<file path="config.mk">
export PLATFORM = sky130hd
export DESIGN_NAME = scc_div
export DESIGN_NICKNAME = d
export VERILOG_FILES = /design/src/design/scc_pkg.sv /design/src/design/scc_div.sv
export SDC_FILE = /design/constraint.sdc
export NUM_CORES = 2
export LEC_CHECK = 0
export BUFFER_PORTS_ARGS = -buffer_cell sky130_fd_sc_hd__buf_2
export CORE_MARGIN = 2
export CORE_UTILIZATION = 60
export DETAILED_ROUTE_END_ITERATION = 10
export MAX_ROUTING_LAYER = met4
export PLACE_DENSITY = 0.76
export SLEW_MARGIN = 5
export SYNTH_ARGS = -nofsm -noshare
export SYNTH_HDL_FRONTEND = slang
export SYNTH_SLANG_ARGS = --single-unit
export TNS_END_PERCENT = 50
</file>
<file path="constraint.sdc">
create_clock -name clock -period 4.7 [get_ports clock]
set_input_delay 1.41 -clock clock [delete_from_list [all_inputs] [get_ports clock]]
set_output_delay 1.41 -clock clock [all_outputs]
set_load 0.03 [all_outputs]
</file>
<file path="src/design/scc_pkg.sv">
`timescale 1ns / 1ps
// ----------------------------------------------------------------------------
// scc_pkg
// Shared widths, register indexes and helpers for the sphere / cylinder
// contact pipeline.
// ----------------------------------------------------------------------------
package scc_pkg;

   localparam int COORD_W       = 32;
   localparam int COORD_WIDTH_DEF = 32;
   localparam int LEN_W         = 31;
   localparam int NORM_W        = 18;
   localparam int PEN_W         = 32;
   localparam int CSR_IDX_W     = 8;
   localparam int CSR_DATA_W    = 32;

   localparam int RAD_W         = 64;
   localparam int ROOT_W        = 32;
   localparam int SQ_STEPS      = ROOT_W;

   localparam int DIV_NUM_W     = 48;
   localparam int DIV_DEN_W     = 32;
   localparam int DIV_Q_W       = 17;

   localparam int WIDE_W        = 36;

   localparam logic [LEN_W-1:0] LEN_RESET = 31'd65536;
   localparam logic [DIV_Q_W-1:0] Q_ONE   = 17'd65536;

   localparam logic [CSR_IDX_W-1:0] CSR_CYL_RADIUS      = 8'd0;
   localparam logic [CSR_IDX_W-1:0] CSR_CYL_HALF_HEIGHT = 8'd1;

   function automatic logic [COORD_W-1:0] mag32(input logic signed [COORD_W-1:0] v);
      logic [COORD_W-1:0] neg;
      neg = COORD_W'(-v);
      return v[COORD_W-1] ? neg : COORD_W'(v);
   endfunction

   function automatic logic signed [NORM_W-1:0] apply_sign(input logic neg,
                                                           input logic [DIV_Q_W-1:0] m);
      logic signed [NORM_W-1:0] p;
      p = $signed({1'b0, m});
      return neg ? -p : p;
   endfunction

   function automatic logic signed [PEN_W-1:0] sat32(input logic signed [WIDE_W-1:0] v);
      logic signed [WIDE_W-1:0] hi;
      logic signed [WIDE_W-1:0] lo;
      hi = WIDE_W'(32'sh7FFF_FFFF);
      lo = -(WIDE_W'(33'sh0_8000_0000));
      if (v > hi) begin
         return 32'sh7FFF_FFFF;
      end
      if (v < lo) begin
         return 32'sh8000_0000;
      end
      return v[PEN_W-1:0];
   endfunction

endpackage

</file>
<file path="src/design/scc_div.sv">
`timescale 1ns / 1ps
// ----------------------------------------------------------------------------
// scc_div
// Pipelined restoring divider, one quotient bit per stage, for quotients
// known to fit in 17 bits, with a sideband word alongside.
// ----------------------------------------------------------------------------
module scc_div #(
   parameter int SIDE_W = 1
) (
   input  logic                          clock,
   input  logic                          reset,
   input  logic                          en,
   input  logic                          vld_i,
   input  logic [scc_pkg::DIV_NUM_W-1:0] num_i,
   input  logic [scc_pkg::DIV_DEN_W-1:0] den_i,
   input  logic [SIDE_W-1:0]             side_i,
   output logic                          vld_o,
   output logic [scc_pkg::DIV_Q_W-1:0]   quo_o,
   output logic [SIDE_W-1:0]             side_o
);
   import scc_pkg::*;

   localparam int RW = DIV_DEN_W + DIV_Q_W;

   logic [RW-1:0]        rem_ff  [DIV_Q_W];
   logic [DIV_DEN_W-1:0] den_ff  [DIV_Q_W];
   logic [DIV_Q_W-1:0]   quo_ff  [DIV_Q_W];
   logic [SIDE_W-1:0]    side_ff [DIV_Q_W];
   logic [DIV_Q_W-1:0]   vld_ff;

   always_ff @(posedge clock) begin
      if (reset) begin
         vld_ff <= '0;
      end else if (en) begin
         vld_ff <= {vld_ff[DIV_Q_W-2:0], vld_i};
      end
   end

   for (genvar k = 0; k < DIV_Q_W; k++) begin : g_step
      localparam int SH = DIV_Q_W - 1 - k;
      logic [RW-1:0]        rem_cur;
      logic [DIV_DEN_W-1:0] den_cur;
      logic [DIV_Q_W-1:0]   quo_cur;
      logic [SIDE_W-1:0]    side_cur;
      logic [RW-1:0]        dsh;
      logic [RW-1:0]        rem_in;
      logic [DIV_Q_W-1:0]   quo_in;

      if (k == 0) begin : g_first
         assign rem_cur  = RW'(num_i);
         assign den_cur  = den_i;
         assign quo_cur  = '0;
         assign side_cur = side_i;
      end else begin : g_next
         assign rem_cur  = rem_ff[k-1];
         assign den_cur  = den_ff[k-1];
         assign quo_cur  = quo_ff[k-1];
         assign side_cur = side_ff[k-1];
      end

      always_comb begin
         dsh = RW'(den_cur) << SH;
         if (rem_cur >= dsh) begin
            rem_in = rem_cur - dsh;
            quo_in = quo_cur | (DIV_Q_W'(1) << SH);
         end else begin
            rem_in = rem_cur;
            quo_in = quo_cur;
         end
      end

      always_ff @(posedge clock) begin
         if (en) begin
            rem_ff[k]  <= rem_in;
            den_ff[k]  <= den_cur;
            quo_ff[k]  <= quo_in;
            side_ff[k] <= side_cur;
         end
      end
   end

   assign vld_o  = vld_ff[DIV_Q_W-1];
   assign quo_o  = quo_ff[DIV_Q_W-1];
   assign side_o = side_ff[DIV_Q_W-1];

endmodule

</file>
# Word-level counts from Yosys, hierarchy flattened
# Memories as Yosys holds them, arrays and structs flattened.
# Cells that the tools add are included.
[totals]
ff_bits = 17
ramBits = 1683
in_bits = 85
mem_count = 4
[op_classes]
add_sub_neg = 17
order_cmp = 17
mux = 36
[mem_list]
columns = ["name", "depth", "word_bits", "rd", "rd_ports_with_merged_regs", "wr", "line", "source"]
rows = [
  ["rem_ff", 17, 49, 16, 0, 17, "scc_div.sv:25", "logic [RW-1:0] rem_ff [DIV_Q_W];"],
  ["den_ff", 17, 32, 16, 0, 17, "scc_div.sv:26", "logic [DIV_DEN_W-1:0] den_ff [DIV_Q_W];"],
  ["quo_ff", 17, 17, 17, 0, 17, "scc_div.sv:27", "logic [DIV_Q_W-1:0] quo_ff [DIV_Q_W];"],
  ["side_ff", 17, 1, 17, 0, 17, "scc_div.sv:28", "logic [SIDE_W-1:0] side_ff [DIV_Q_W];"],
]
[ops]
columns = ["cell", "count"]
rows = [
  ["$mux W49", 17],
  ["$ge A49 B32 Y1", 1],
  ["$ge A49 B33 Y1", 1],
  ["$ge A49 B34 Y1", 1],
  ["$ge A49 B35 Y1", 1],
  ["$ge A49 B36 Y1", 1],
  ["$ge A49 B37 Y1", 1],
  ["$ge A49 B38 Y1", 1],
  ["$ge A49 B39 Y1", 1],
  ["$ge A49 B40 Y1", 1],
  ["$ge A49 B41 Y1", 1],
  ["$ge A49 B42 Y1", 1],
  ["$ge A49 B43 Y1", 1],
  ["$ge A49 B44 Y1", 1],
  ["$ge A49 B45 Y1", 1],
  ["$ge A49 B46 Y1", 1],
  ["$ge A49 B47 Y1", 1],
  ["$sub A48 B48 Y49", 1],
  ["$sub A49 B32 Y49", 1],
  ["$sub A49 B33 Y49", 1],
  ["$sub A49 B34 Y49", 1],
  ["$sub A49 B35 Y49", 1],
  ["$sub A49 B36 Y49", 1],
  ["$sub A49 B37 Y49", 1],
  ["28 further kinds", 30],
]

# Depth between registers and ports, before layout
# An unclocked memory read counts as a cell.
[logic_depth]
depth_word = 3
ltp_mapped = 16
mapped_depth_nobuf = 14

# Least setup slack after synthesis
# No wires, ideal clock.
[synth_timing]
path_kind = "input -> register"
from = "input port den_i[4] (netlist bit)"
to = "memory rem_ff[0][44] (netlist bit), data pin"
arrival_ps = 4053
required_time_ps = 4438
setup_slack_ps = 384
cell_stages = 12
cell_sequence = "inv_1 ha_1 or4_1 o21ai_0 a211oi_1 o311ai_2 a2111oi_0 or2_1 a221oi_2 o21ai_2 buf_2 mux2_1"
[synth_rtl]
columns = ["element", "line", "source"]
rows = [
  ["from (decl)", "scc_div.sv:15", "input logic [scc_pkg::DIV_DEN_W-1:0] den_i,"],
  ["to (decl)", "scc_div.sv:25", ""],
]

==> results.yml <==
setup_path:
  cp_slowest_stage_delay_ps: 420
  critical_path.max_fanout: 53
  endpoint_kind: "flop"
  data_arrival_time_at_the_worst_slack_endpoint_ps: 5020
  cp_cell_sequence: "inv_1, ha_1, inv_1, fa_1, a211oi_1, o211ai_1, a31oi_2, a211oi_1, o221ai_1, o21ai_1, a221o_1, a211o_2, buf_12, mux2_2"
  cp-start-kind: "flop"
  timing_worst_setup_path_type: "reg2reg"
  cp.required_ps: 5260
  worstPathBufferInverterCount: 3
  crit_family: "compound AO/OA/AOI/OAI gates"
  critical-path-slowest-cell: "fa_1"
die:
  ios: 104
  effective_utilization_at_floorplan_pct: 60.4
  fp.coreArea_um2: 137000
  fp.dieW_um: 376
  design.die.area_um2: 141000
  floorplan.rows: 136
  die-height_um: 376
cts:
  cts.root.buffer_cell: "clkbuf_16"
  cts_tree: "yes"
  cts_hold_buffers: 0
  cts_setup_buffers: 0
  cts-buffers-inserted: 159
  postCtsResizedCells: 0
  clk_latency_worst_skew_pair_ps: 820
  cts_max_path_buffers: 3
  worst_setup_hold_path_clk_slew_ps: 60
  tritoncts_num_sinks: 1483
  clock_tree.htree_level_count: 4
logic_synthesis:
  yosys_warnings: 0
  async_reset_ff_share_pct: 0
  post_syn_instances: 7583
  synth_ff_type: "edfxtp_1"
  syn_area_um2: 83100
  postSynthNetCount: 8228
  sequential_share_of_the_synthesized_area_pct: 53.4
  number_of_enable_flip_flop_cells_after_synthesis: 1466
  post_synth_num_cell_types: 101
  ys_ff_latch: 1483
  postSynthAreaPerCell_um2: 11.0
hold_path:
  min_path_type: "reg2reg"
timing:
  grt_setup_unrepaired: "no"
  skew_ps: 44.4
  maxSlewHeadroom_pct: 36.5
  worstMarginPinSlew_ps: 949
  setup_viol_count_final: 0
  min_period_over_period_pct: 95.0
  hold_viol_final: 0
  hold_ws_ps: 409
  max_freq_mhz: 224
  timing.final.crit_period_ps: 4470
  maxSlewViolCount: 0
placement:
  hpwlAfterDp_um: 147000
  gpl.final_weighted_congestion: 0.987
  port-buffer-count: 103
  cell_total_after_placement: 9425
  post_dp_cell_area_um2: 86600
cells_and_area:
  final_layout_size_suffix_gt1_share_pct: 8.52
  postLayoutCellArea_um2: 91800
  final-instance-count-excl-fill: 9716
  mostFrequentLayoutCell: "edfxtp_1"
  layout_common_cells: "edfxtp_1 (1466), inv_1 (692), a21oi_1 (685)"
  design.final.nets: 8437
  areaGrowthSynthToFinish_pct: 10.5
flow_run:
  max_cap_viol_count: 0
power_and_ir_drop:
  total_power_mw: 55.9
  power_leakage_nw: 36.7
  irDropWorstVdd_v: 0.000548
  power_density_nw_per_um2: 609
grt:
  number_of_antenna_violations_at_the_first_check_in_global_routing: 2
  grt_first_pass_wirelength_um: 299000
  grt_use_total_pct: 27.6
  grt_remaining_overflow: 0
  grt_start_max_net_pins: 143
  grt_pass1_vias: 58794
drt:
  route.final.wire_length_um: 190000
  num_vias: 57252
  post_drt_wl_per_cell_um: 19.6
  route.detailed.drc: 0
  drt_pre_antenna_iters: 6
  avgViaCountPerCell: 5.89
  detail_route.iter0.violations: 3618
  postRouteAntennaNets: 0
status:
  status: "finished, final reports clean"
[power breakdown]
group | total (mW) | leakage (nW) | switching (mW) | internal [mW]
combinational | 23.2 | 19.9 | 13.5 | 9.74
clock | 12.1 | 2.47 | 5.23 | 6.86
sequential | 20.6 | 14.3 | 1.75 | 18.9
[worst register-to-register path, cell delays in order, from the launching register on]
cell      delay [ps]
edfxtp_1         380
inv_1             70
ha_1             160
inv_1             50
fa_1             420
a211oi_1         400
o211ai_1         220
a31oi_2          380
a211oi_1         170
o221ai_1         380
o21ai_1          250
a221o_1          380
a211o_2          400
buf_12           190
mux2_2           360
[cells in the mapped netlist, types with 22 or more instances]
library cell	instances	area [um^2]
a211oi_1	44	330
a21o_1	262	1970
a21oi_1	686	3430
a31oi_1	51	319
and2_1	22	138
and3_1	72	450
buf_2	31	155
clkbuf_1	177	664
edfxtp_1	1466	44000
ha_1	544	6810
inv_1	692	2600
mux2_2	96	1080
nand2_1	559	2100
nand2b_1	74	463
nand3_1	144	721
nand4_1	107	669
nor2_1	533	2000
nor2b_1	68	425
nor3_1	106	531
nor4_1	65	407
o211ai_1	37	278
o21a_1	65	488
o21ai_0	500	2500
o21bai_1	76	571
o31a_1	25	219
o31ai_1	29	218
or3_1	32	200
or4_1	33	248
xnor2_1	322	2820
xor2_1	247	2160
[per-stage QoR]
stage                     setup TNS (ps)  util (%)  worst slack (ps)
after floorplan                        0         -               384
after global placement             -60.8      63.0             -29.9
after detailed placement            -392      63.0             -57.2
after CTS                              0      66.8               251
after global routing                   0      66.8              24.8
final                                  0      66.8               233
[registers in the layout (all words and copies together) (netlist names)]
register	count
vld_ff	17
quo_ff	153
side_ff	17
den_ff	512
rem_ff	784
[worst paths after layout]
path                                startpoint              to  slack, ps  depth (start not counted)
worst max-delay path            rem_ff[0][111]  rem_ff[0][166]        230                         14
worst min register to register  den_ff[0][154]  den_ff[0][186]        410                          0
worst min-delay path            den_ff[0][154]  den_ff[0][186]        410                          0
worst max register to register  rem_ff[0][111]  rem_ff[0][166]        230                         14
[metal layers]
layer	global-route usage (%)	wire length (um)
met3	3.25	5480
met5	-	0
met2	53.8	106000
met1	24.5	63800
met4	19.1	14600
[logic make-up (layout without fill, tap and decap cells)]
family	count (synthesis)	after routing	share of synthesized area (%)
AOI/OAI and AO/OA	2006	2006	15.0
and+or+nand+nor	1931	1931	11.2
DFF	1483	1483	53.4
buffers and inverters	916	1251	4.20
xor gates and xnor gates	569	569	6.00
adders and majority gates	560	560	8.58
muxes	118	118	1.57
other	0	4	0
[cell type report]
class                      instances  area [um^2]
antenna                            4         10.0
clock buffer                     207         4210
clock inverter                    80          937
fill                           10212        45700
inverter                         694         2610
multi-input combinational       5184        35300
sequential                      1483        44400
tap                             1794         2240
timing repair buffer             270         2100
(Power assumes the default switching activity.)
